`config.mk`:
```
export PLATFORM = sky130hd
export DESIGN_NAME = lufpp_ctrl
export DESIGN_NICKNAME = d
export VERILOG_FILES = /design/src/design/lufpp_pkg.sv /design/src/design/lufpp_ctrl.sv
export SDC_FILE = /design/constraint.sdc
export NUM_CORES = 1
export LEC_CHECK = 0
export BUFFER_PORTS_ARGS = -buffer_cell sky130_fd_sc_hd__buf_2
export CORE_MARGIN = 4
export CORE_UTILIZATION = 40
export DETAILED_ROUTE_END_ITERATION = 8
export PLACE_DENSITY = 0.66
export SYNTH_ARGS = -nofsm -noshare
export SYNTH_HDL_FRONTEND = slang
export SYNTH_SLANG_ARGS = --single-unit
```
`constraint.sdc`:
```
create_clock -name clock -period 3.5 [get_ports clock]
set_clock_uncertainty 0.1 [all_clocks]
set_input_delay 0.175 -clock clock [delete_from_list [all_inputs] [get_ports clock]]
set_output_delay 0.175 -clock clock [all_outputs]
set_load 0.1 [all_outputs]
```
`src/design/lufpp_pkg.sv`:
```
`default_nettype none
// ----------------------------------------------------------------------------
// lufpp_pkg
// Shared types, codes and helpers of the LU factoring block.
// ----------------------------------------------------------------------------
package lufpp_pkg;

   localparam int DATA_W     = 32;
   localparam int IDX_PORT_W = 4;
   localparam int SIZE_W     = 5;
   localparam logic [SIZE_W-1:0] SIZE_RESET = 5'd16;
   localparam int DIV_BITS   = 48;
   localparam int DIV_CNT_W  = $clog2(DIV_BITS + 1);
   localparam int FRAC_W     = 16;

   localparam logic FUNC_LOAD = 1'b0;
   localparam logic FUNC_READ = 1'b1;

   typedef enum logic [4:0] {
      S_IDLE,
      S_RD,
      S_INIT,
      S_PV_RD,
      S_PV_CMP,
      S_PV_CHK,
      S_SW_RA,
      S_SW_RB,
      S_SW_WA,
      S_SW_WB,
      S_PR_RD,
      S_PR_CAP,
      S_L_RD,
      S_L_GO,
      S_L_WAIT,
      S_L_WR,
      S_U_RA,
      S_U_RB,
      S_U_RC,
      S_U_WR
   } state_type;

   typedef enum logic [4:0] {
      OP_NONE,
      OP_LOAD,
      OP_READ,
      OP_RSP,
      OP_INIT,
      OP_PV_RD,
      OP_PV_CMP,
      OP_SING,
      OP_SW_RA,
      OP_SW_RB,
      OP_SW_WA,
      OP_SW_WB,
      OP_PR_RD,
      OP_PR_CAP,
      OP_L_RD,
      OP_L_GO,
      OP_L_WR,
      OP_U_RA,
      OP_U_RB,
      OP_U_RC,
      OP_U_WR
   } op_type;

   typedef struct packed {
      op_type op;
      logic   first;    // pivot scan is at the diagonal row
      logic   perm_en;  // swap pass is at column zero, move the permutation too
   } cmd_type;

   typedef struct packed {
      logic best_is_i;
      logic bmag_zero;
      logic div_busy;
      logic rsp_free;
   } sts_type;

   function automatic logic [DATA_W-1:0] mag32(input logic signed [DATA_W-1:0] v);
      logic [DATA_W-1:0] r;
      r = v[DATA_W-1] ? DATA_W'(-v) : DATA_W'(v);
      return r;
   endfunction

endpackage : lufpp_pkg
`default_nettype wire

```
`src/design/lufpp_ctrl.sv`:
```
`default_nettype none
// ----------------------------------------------------------------------------
// lufpp_ctrl
// Sequencer: request decode, loop counters and the factoring state machine.
// ----------------------------------------------------------------------------
module lufpp_ctrl #(
   parameter int MAX_DIM = 16,
   parameter int IDX_W   = 4
) (
   input  wire logic               clock,
   input  wire logic               reset,
   input  wire logic               csr_we,
   input  wire logic [4:0]         csr_wdata,
   input  wire logic               req_valid,
   input  wire logic               req_func,
   input  wire logic               req_last,
   output logic                    req_ready,
   input  wire lufpp_pkg::sts_type sts,
   output lufpp_pkg::cmd_type      cmd,
   output logic [IDX_W-1:0]        i_idx,
   output logic [IDX_W-1:0]        j_idx,
   output logic [IDX_W-1:0]        k_idx
);

   localparam int CNT_W = $clog2(MAX_DIM + 1);

   lufpp_pkg::state_type state_ff, state_in;
   logic [lufpp_pkg::SIZE_W-1:0] size_ff;
   logic [CNT_W-1:0] n_ff, n_in, i_ff, i_in, j_ff, j_in, k_ff, k_in;
   logic [CNT_W-1:0] i_nx, j_nx, k_nx, n_eff;
   logic [31:0]      size32;
   logic             fire;

   assign fire   = req_valid && (state_ff == lufpp_pkg::S_IDLE);
   assign i_nx   = i_ff + CNT_W'(1);
   assign j_nx   = j_ff + CNT_W'(1);
   assign k_nx   = k_ff + CNT_W'(1);
   assign size32 = {27'd0, size_ff};

   always_comb begin
      if (size32 == 32'd0) n_eff = CNT_W'(1);
      else if (size32 > 32'(MAX_DIM)) n_eff = CNT_W'(MAX_DIM);
      else n_eff = CNT_W'(size32);
   end

   always_ff @(posedge clock) begin
      if (reset) size_ff <= lufpp_pkg::SIZE_RESET;
      else if (csr_we) size_ff <= csr_wdata;
   end

   // next state and loop counters
   always_comb begin
      state_in = state_ff;
      n_in = n_ff;
      i_in = i_ff;
      j_in = j_ff;
      k_in = k_ff;
      unique case (state_ff)
         lufpp_pkg::S_IDLE: begin
            if (fire) begin
               if (req_func == lufpp_pkg::FUNC_READ) state_in = lufpp_pkg::S_RD;
               else if (req_last) state_in = lufpp_pkg::S_INIT;
            end
         end
         lufpp_pkg::S_RD: begin
            if (sts.rsp_free) state_in = lufpp_pkg::S_IDLE;
         end
         lufpp_pkg::S_INIT: begin
            n_in = n_eff;
            i_in = '0;
            j_in = '0;
            state_in = lufpp_pkg::S_PV_RD;
         end
         lufpp_pkg::S_PV_RD: state_in = lufpp_pkg::S_PV_CMP;
         lufpp_pkg::S_PV_CMP: begin
            if (j_nx < n_ff) begin
               j_in = j_nx;
               state_in = lufpp_pkg::S_PV_RD;
            end else begin
               state_in = lufpp_pkg::S_PV_CHK;
            end
         end
         lufpp_pkg::S_PV_CHK: begin
            priority if (sts.bmag_zero) begin
               // empty pivot column: skip it
               if (i_nx < n_ff) begin
                  i_in = i_nx; j_in = i_nx; state_in = lufpp_pkg::S_PV_RD;
               end else begin
                  state_in = lufpp_pkg::S_IDLE;
               end
            end else if (!sts.best_is_i) begin
               k_in = '0;
               state_in = lufpp_pkg::S_SW_RA;
            end else begin
               state_in = lufpp_pkg::S_PR_RD;
            end
         end
         lufpp_pkg::S_SW_RA: state_in = lufpp_pkg::S_SW_RB;
         lufpp_pkg::S_SW_RB: state_in = lufpp_pkg::S_SW_WA;
         lufpp_pkg::S_SW_WA: state_in = lufpp_pkg::S_SW_WB;
         lufpp_pkg::S_SW_WB: begin
            if (k_nx < n_ff) begin
               k_in = k_nx; state_in = lufpp_pkg::S_SW_RA;
            end else begin
               state_in = lufpp_pkg::S_PR_RD;
            end
         end
         lufpp_pkg::S_PR_RD: state_in = lufpp_pkg::S_PR_CAP;
         lufpp_pkg::S_PR_CAP: begin
            if (i_nx < n_ff) begin
               j_in = i_nx; state_in = lufpp_pkg::S_L_RD;
            end else begin
               state_in = lufpp_pkg::S_IDLE;
            end
         end
         lufpp_pkg::S_L_RD: state_in = lufpp_pkg::S_L_GO;
         lufpp_pkg::S_L_GO: state_in = lufpp_pkg::S_L_WAIT;
         lufpp_pkg::S_L_WAIT: begin
            if (!sts.div_busy) state_in = lufpp_pkg::S_L_WR;
         end
         lufpp_pkg::S_L_WR: begin
            // j is below i, so the trailing column range is never empty
            k_in = i_nx;
            state_in = lufpp_pkg::S_U_RA;
         end
         lufpp_pkg::S_U_RA: state_in = lufpp_pkg::S_U_RB;
         lufpp_pkg::S_U_RB: state_in = lufpp_pkg::S_U_RC;
         lufpp_pkg::S_U_RC: state_in = lufpp_pkg::S_U_WR;
         lufpp_pkg::S_U_WR: begin
            priority if (k_nx < n_ff) begin
               k_in = k_nx; state_in = lufpp_pkg::S_U_RA;
            end else if (j_nx < n_ff) begin
               j_in = j_nx; state_in = lufpp_pkg::S_L_RD;
            end else if (i_nx < n_ff) begin
               i_in = i_nx; j_in = i_nx; state_in = lufpp_pkg::S_PV_RD;
            end else begin
               state_in = lufpp_pkg::S_IDLE;
            end
         end
         default: state_in = lufpp_pkg::S_IDLE;
      endcase
   end

   // command decode
   always_comb begin
      cmd.op      = lufpp_pkg::OP_NONE;
      cmd.first   = (j_ff == i_ff);
      cmd.perm_en = (k_ff == '0);
      unique case (state_ff)
         lufpp_pkg::S_IDLE: begin
            if (fire) begin
               cmd.op = (req_func == lufpp_pkg::FUNC_READ) ? lufpp_pkg::OP_READ
                                                          : lufpp_pkg::OP_LOAD;
            end
         end
         lufpp_pkg::S_RD:     cmd.op = sts.rsp_free ? lufpp_pkg::OP_RSP : lufpp_pkg::OP_NONE;
         lufpp_pkg::S_INIT:   cmd.op = lufpp_pkg::OP_INIT;
         lufpp_pkg::S_PV_RD:  cmd.op = lufpp_pkg::OP_PV_RD;
         lufpp_pkg::S_PV_CMP: cmd.op = lufpp_pkg::OP_PV_CMP;
         lufpp_pkg::S_PV_CHK: cmd.op = sts.bmag_zero ? lufpp_pkg::OP_SING : lufpp_pkg::OP_NONE;
         lufpp_pkg::S_SW_RA:  cmd.op = lufpp_pkg::OP_SW_RA;
         lufpp_pkg::S_SW_RB:  cmd.op = lufpp_pkg::OP_SW_RB;
         lufpp_pkg::S_SW_WA:  cmd.op = lufpp_pkg::OP_SW_WA;
         lufpp_pkg::S_SW_WB:  cmd.op = lufpp_pkg::OP_SW_WB;
         lufpp_pkg::S_PR_RD:  cmd.op = lufpp_pkg::OP_PR_RD;
         lufpp_pkg::S_PR_CAP: cmd.op = lufpp_pkg::OP_PR_CAP;
         lufpp_pkg::S_L_RD:   cmd.op = lufpp_pkg::OP_L_RD;
         lufpp_pkg::S_L_GO:   cmd.op = lufpp_pkg::OP_L_GO;
         lufpp_pkg::S_L_WAIT: cmd.op = lufpp_pkg::OP_NONE;
         lufpp_pkg::S_L_WR:   cmd.op = lufpp_pkg::OP_L_WR;
         lufpp_pkg::S_U_RA:   cmd.op = lufpp_pkg::OP_U_RA;
         lufpp_pkg::S_U_RB:   cmd.op = lufpp_pkg::OP_U_RB;
         lufpp_pkg::S_U_RC:   cmd.op = lufpp_pkg::OP_U_RC;
         lufpp_pkg::S_U_WR:   cmd.op = lufpp_pkg::OP_U_WR;
         default:             cmd.op = lufpp_pkg::OP_NONE;
      endcase
   end

   always_ff @(posedge clock) begin
      if (reset) begin
         state_ff <= lufpp_pkg::S_IDLE;
         n_ff <= '0;
         i_ff <= '0;
         j_ff <= '0;
         k_ff <= '0;
      end else begin
         state_ff <= state_in;
         n_ff <= n_in;
         i_ff <= i_in;
         j_ff <= j_in;
         k_ff <= k_in;
      end
   end

   assign req_ready = (state_ff == lufpp_pkg::S_IDLE);
   assign i_idx = i_ff[IDX_W-1:0];
   assign j_idx = j_ff[IDX_W-1:0];
   assign k_idx = k_ff[IDX_W-1:0];

endmodule : lufpp_ctrl
`default_nettype wire

```
# [Word-level counts from Yosys, hierarchy flattened]
# Index checks and enable logic that the tools add are counted.
[word_totals] ff_bits=30 in_bits=15 output_inout_bits=20 word_cells=92
[classes] addsub=3 n_lt_le_gt_ge=4 n_eq_ne=31 muxes=36 n_reduce_logical=12
[op_table] op="5-bit two-way mux" n=20
[op_table] op="5-bit one-hot mux with 20 select lines" n=1
[op_table] op="5-bit one-hot mux with 19 select lines" n=1
[op_table] op="5-bit by 4-bit equality test with 1-bit output (second input constant)" n=8
[op_table] op="32-bit logical NOT" n=1
[op_table] op="5-bit one-hot mux with 3 select lines" n=2
[op_table] op="5-bit one-hot mux with 5 select lines" n=1
[op_table] op="5-bit by 3-bit equality test with 1-bit output (second input constant)" n=4
[op_table] op="5-bit equality test (second input constant)" n=4
[op_table] op="4-bit two-way mux" n=5
[op_table] op="2-bit inequality test (second input constant)" n=8
[op_table] op="4-bit AND reduction" n=4
[op_table] op="5-bit by 1-bit adder with 5-bit output (second input constant)" n=3
[op_table] op="5-bit less-than comparator" n=3
[op_table] op="5-bit by 2-bit equality test with 1-bit output (second input constant)" n=2
[op_table] op="5-bit logical NOT" n=2
[op_table] op="2-bit two-way mux" n=4
[op_table] op="3-bit two-way mux" n=2
[op_table] op="3-bit nonzero test" n=2
[op_table] op="5-bit by 1-bit equality test with 1-bit output (second input constant)" n=1
[op_table] op="5-bit equality test" n=1
[op_table] op="5-bit > comparator (second input constant)" n=1
[op_table] op="5-bit nonzero test" n=1
[op_table] op="2-bit by 1-bit inequality test with 1-bit output (second input constant)" n=2
[op_table] op="3 further kinds" n=3

# [Logic depth before layout (Yosys ltp)]
[depth] ltp_word=6 depth_mapped=10 ltp_nobuf=10

# [Worst setup path before layout]
# OpenSTA, ideal clock, no wires.
[synth_path] path_type="flip-flop to output port" from="reg state_ff[4]" to="out cmd[2] (netlist name)" t_arrival_ps=4199 required_ps=3225 path_slack_ps=-974 path_stages_with_launch=6 path_buffers=2 cell_sequence="dfxtp_1 -> clkbuf_1 -> clkbuf_1 -> nor3_1 -> a31oi_1 -> o21ai_0"
[synth_lines] element="start, declared" line="lufpp_ctrl.sv:27" text="lufpp_pkg::state_type state_ff, state_in;"
[synth_lines] element="start signal, assigned" line="lufpp_ctrl.sv:181" text="state_ff <= lufpp_pkg::S_IDLE;"
[synth_lines] element="start signal, assigned" line="lufpp_ctrl.sv:187" text="state_ff <= state_in;"
[synth_lines] element="end, declared" line="lufpp_ctrl.sv:19" text="output lufpp_pkg::cmd_type cmd,"

# [Worst setup path after layout]
[layout_path] from="reg i_ff[0]" to="reg i_ff[0]"
[layout_between] elab_chain_len=6 elab_cells_between_ends=7 cone_classes="add/sub (1); order compare (1); mux (5)"
[layout_rtl] element="start, declared" line="lufpp_ctrl.sv:29" text="logic [CNT_W-1:0] n_ff, n_in, i_ff, i_in, j_ff, j_in, k_ff, k_in;"
[layout_rtl] element="start signal, assigned" line="lufpp_ctrl.sv:189" text="i_ff <= i_in;"
[layout_rtl] element="5-bit by 1-bit adder with 5-bit output" line="lufpp_ctrl.sv:35" text="assign i_nx = i_ff + CNT_W'(1);"
[layout_rtl] element="5-bit less-than comparator" line="lufpp_ctrl.sv:86, lufpp_ctrl.sv:134"
[layout_rtl] element="5-bit two-way mux (*)" line="lufpp_ctrl.sv:86, lufpp_ctrl.sv:134"
[layout_rtl] element="5-bit two-way mux" line="lufpp_ctrl.sv:132" text="end else if (j_nx < n_ff) begin"
[layout_rtl] element="5-bit two-way mux" line="lufpp_ctrl.sv:130" text="priority if (k_nx < n_ff) begin"
[layout_rtl] element="5-bit one-hot mux with 3 select lines (*)" line="lufpp_ctrl.sv:58" text="unique case (state_ff)"
# Mark *: on every way between the ends. The rest lies on a longest branch, timed or not. The select of a mux whose other input is x is not followed.
# A chain may end at the register's enable or synchronous reset.

==> results.ini <==
[power_and_ir_drop]
power_density_mw_per_mm2=318
power_frac_comb_pct=17.8
p_int_mw=0.606
p_clk_share_pct=40.3
p_sw_share_pct=30.0
total_power_mw=0.865
p_sw_mw=0.260
peakVddDrop_v=0.000204
power.leakage_nw=1.14
seqPwrFrac_pct=42.0

[synth]
avgSynthCellArea_um2=7.90
synth_top_area_cell=dfxtp_1
synthMuxAreaShare_pct=4.94
synth-simple-area-share_pct=22.7
ys_async_sr_fraction_pct=0
ys_warn_count=0
synth_compound_area_share_pct=25.9
synthDominantCellAreaShare_pct=24.4
ys_types=57
ys_seq_elements=30
synthesis.instances=311
synth_area_leaders=dfxtp_1 (24%), ha_1 (8.1%), nor2_1 (4.6%)
synth_fa_ha_area_share_pct=8.15
synth_nets=342
synth-main-ff-cell=dfxtp_1
synth_top_family_by_area=compound AO/OA/AOI/OAI gates
synth_xor_area_share_pct=5.35
synth-edff-count=0
yosys-top-cells-count=dfxtp_1 (30), nor2_1 (30), a21oi_1 (20), inv_1 (17), nand2_1 (17)
synth-seq-area-share_pct=24.4
synth_area_mm2=0.00246

[timing]
worst_pin_slew_ps=830
hold_viol=0
tns_ps=0
finalHoldWorstSlack_ps=1.88
fin_crit_sh_pct=86.8
finalMaxSlewViolations=0
fin_crit_ps=3040
rsz0062_at_grt=no
slew_headroom_pct=44.3
clock.fmax_mhz=329
setup_viol=0

[cts]
htreeDepth=2
cts_resized=0
cts_buffers=5
ctsLongestPathBuffers=2
hold_buffers=0
clkTransAtPathRegs_ps=70
clk_latency_ps=280
cts_setup_buffers=0
cts_tree=yes
clock_sinks=30
root_buffer=clkbuf_8

[placement]
dpl.hpwl_um=4490
gp_congestion=0.896
port_buffers=34
placed_cell_area_mm2=0.00261

[finish]
nets=360
diodes=0
final_cell_area_mm2=0.00272
layout.core_utilization_pct=45.7
drive_gt1_share_pct=17.3
syn_to_final_growth_pct=10.6
fillCellCount=621

[worst_setup_path]
crit_type=register to register
path_max_fanout=10
cp.required_ps=3620
arrival_ps=3160
end_kind=register
cp-start-kind=register

[grt]
grt_pass1_vias=2185
gr-total-overflow=0
grt_max_degree=26
antenna_found_initial=0
grtUsageTotal_pct=16.7
grt_first_pass_wirelength_um=10200

[detailed_routing]
routed_wl_um=6050
drc=0
dr.first_iter.drc_count=124
wire_per_inst_um=14.9
vias_per_cell=5.64
route.vias.total=2286
ant_nets=0
dr.pass1.iters=4

[hold_path]
hold_path_class=input port to register

[run]
maxCapViolations=0

[floorplanning]
core.rowCount=28
coreArea_mm2=0.00596
start_util_pct=41.3
die_w_um=86.4
dieArea_mm2=0.00746
die_h_um=86.4
num_io_pins=35

[status]
outcome=complete, no violations

-- cell usage in the layout, fill, tap and decap left out, types with 2 or more instances in the layout --
master and count:
dfxtp_1 30, o21ai_0 8, clkbuf_8 5, nor2_1 30, nor3_1 14, buf_4 3
a31oi_1 7, a21o_1 4, o22ai_1 5, a311oi_1 3, a211oi_1 3, nor2b_1 4
nand2b_1 12, nor3b_1 3, buf_2 34, ha_1 16, or3_1 4, o21a_1 3
xor2_1 7, inv_1 17, nand2_1 17, a221oi_1 6, nand3_1 11, o32ai_1 3
xnor2_1 8, a221o_1 2, a22o_1 7, a21oi_1 20, o221a_2 2, mux2i_1 11
-- kinds of logic after synthesis --
kind of cell / after synthesis
xor+xnor: 15
buf+inv: 43
mux: 12
flops: 30
compound gates: 87
fa+ha+maj: 16
simple gates: 108
-- per-stage QoR --
stage	cells	worst slack [ps]
global placement	397	584
CTS	405	504
detailed placement	397	534
floorplan	311	-36.6
finish	405	463
global route	405	273
-- worst paths after layout --
| kind | slack, ps | cells after the start | startpoint | end |
|---|---|---|---|---|
| setup / recovery | 460 | 9 | i_ff[0] | i_ff[0] |
| hold / removal | 2 | 2 | csr_wdata[4] | size_ff[4] |
| setup reg to reg | 460 | 9 | i_ff[0] | i_ff[0] |
| hold reg to reg | 400 | 2 | n_ff[4] | n_ff[4] |
-- worst max-delay path, stage by stage, from the launching register on --
cell and delay [ps]:
dfxtp_1 460, ha_1 230, nand3_1 100, xnor2_1 350, ha_1 210, nand2_1 50, o21ai_1 650, a221oi_1 170
a21oi_1 440, mux2_2 240
-- final cells by class --
class	instances	area (um^2)	share of cell area [%]
Timing Repair Buffer	37	193	7.09
Clock buffer	6	72.6	2.67
Sequential cell	30	601	22.1
Tap cell	75	93.8	3.45
Inverter	17	63.8	2.35
Clock inverter	2	37.5	1.38
Multi-Input combinational cell	238	1660	61.0
-- per-layer routing --
layer  vias up  track usage, %  share of wire (%)
li1       1171               -                  -
met1      1050            22.4                 50
met2        61            27.4                 45
met3         4            3.52                4.9
met4         0            3.82               0.58
met5         -               0                  0
-- power groups by stage --
stage	clock (mW)	combinational (mW)	sequential [mW]
after detailed placement	0	0.153	0.371
after global placement	0	0.152	0.371
after floorplan	0	0.129	0.361
final	0.349	0.154	0.363
after CTS	0.350	0.153	0.363
after global routing	0.369	0.167	0.365
-- state kept, by name, indices dropped and copies added, names as in the netlist --
name      cells
j_ff          5
state_ff      5
size_ff       5
k_ff          5
n_ff          5
i_ff          5
Note: power is estimated with default switching activity, not from simulation.
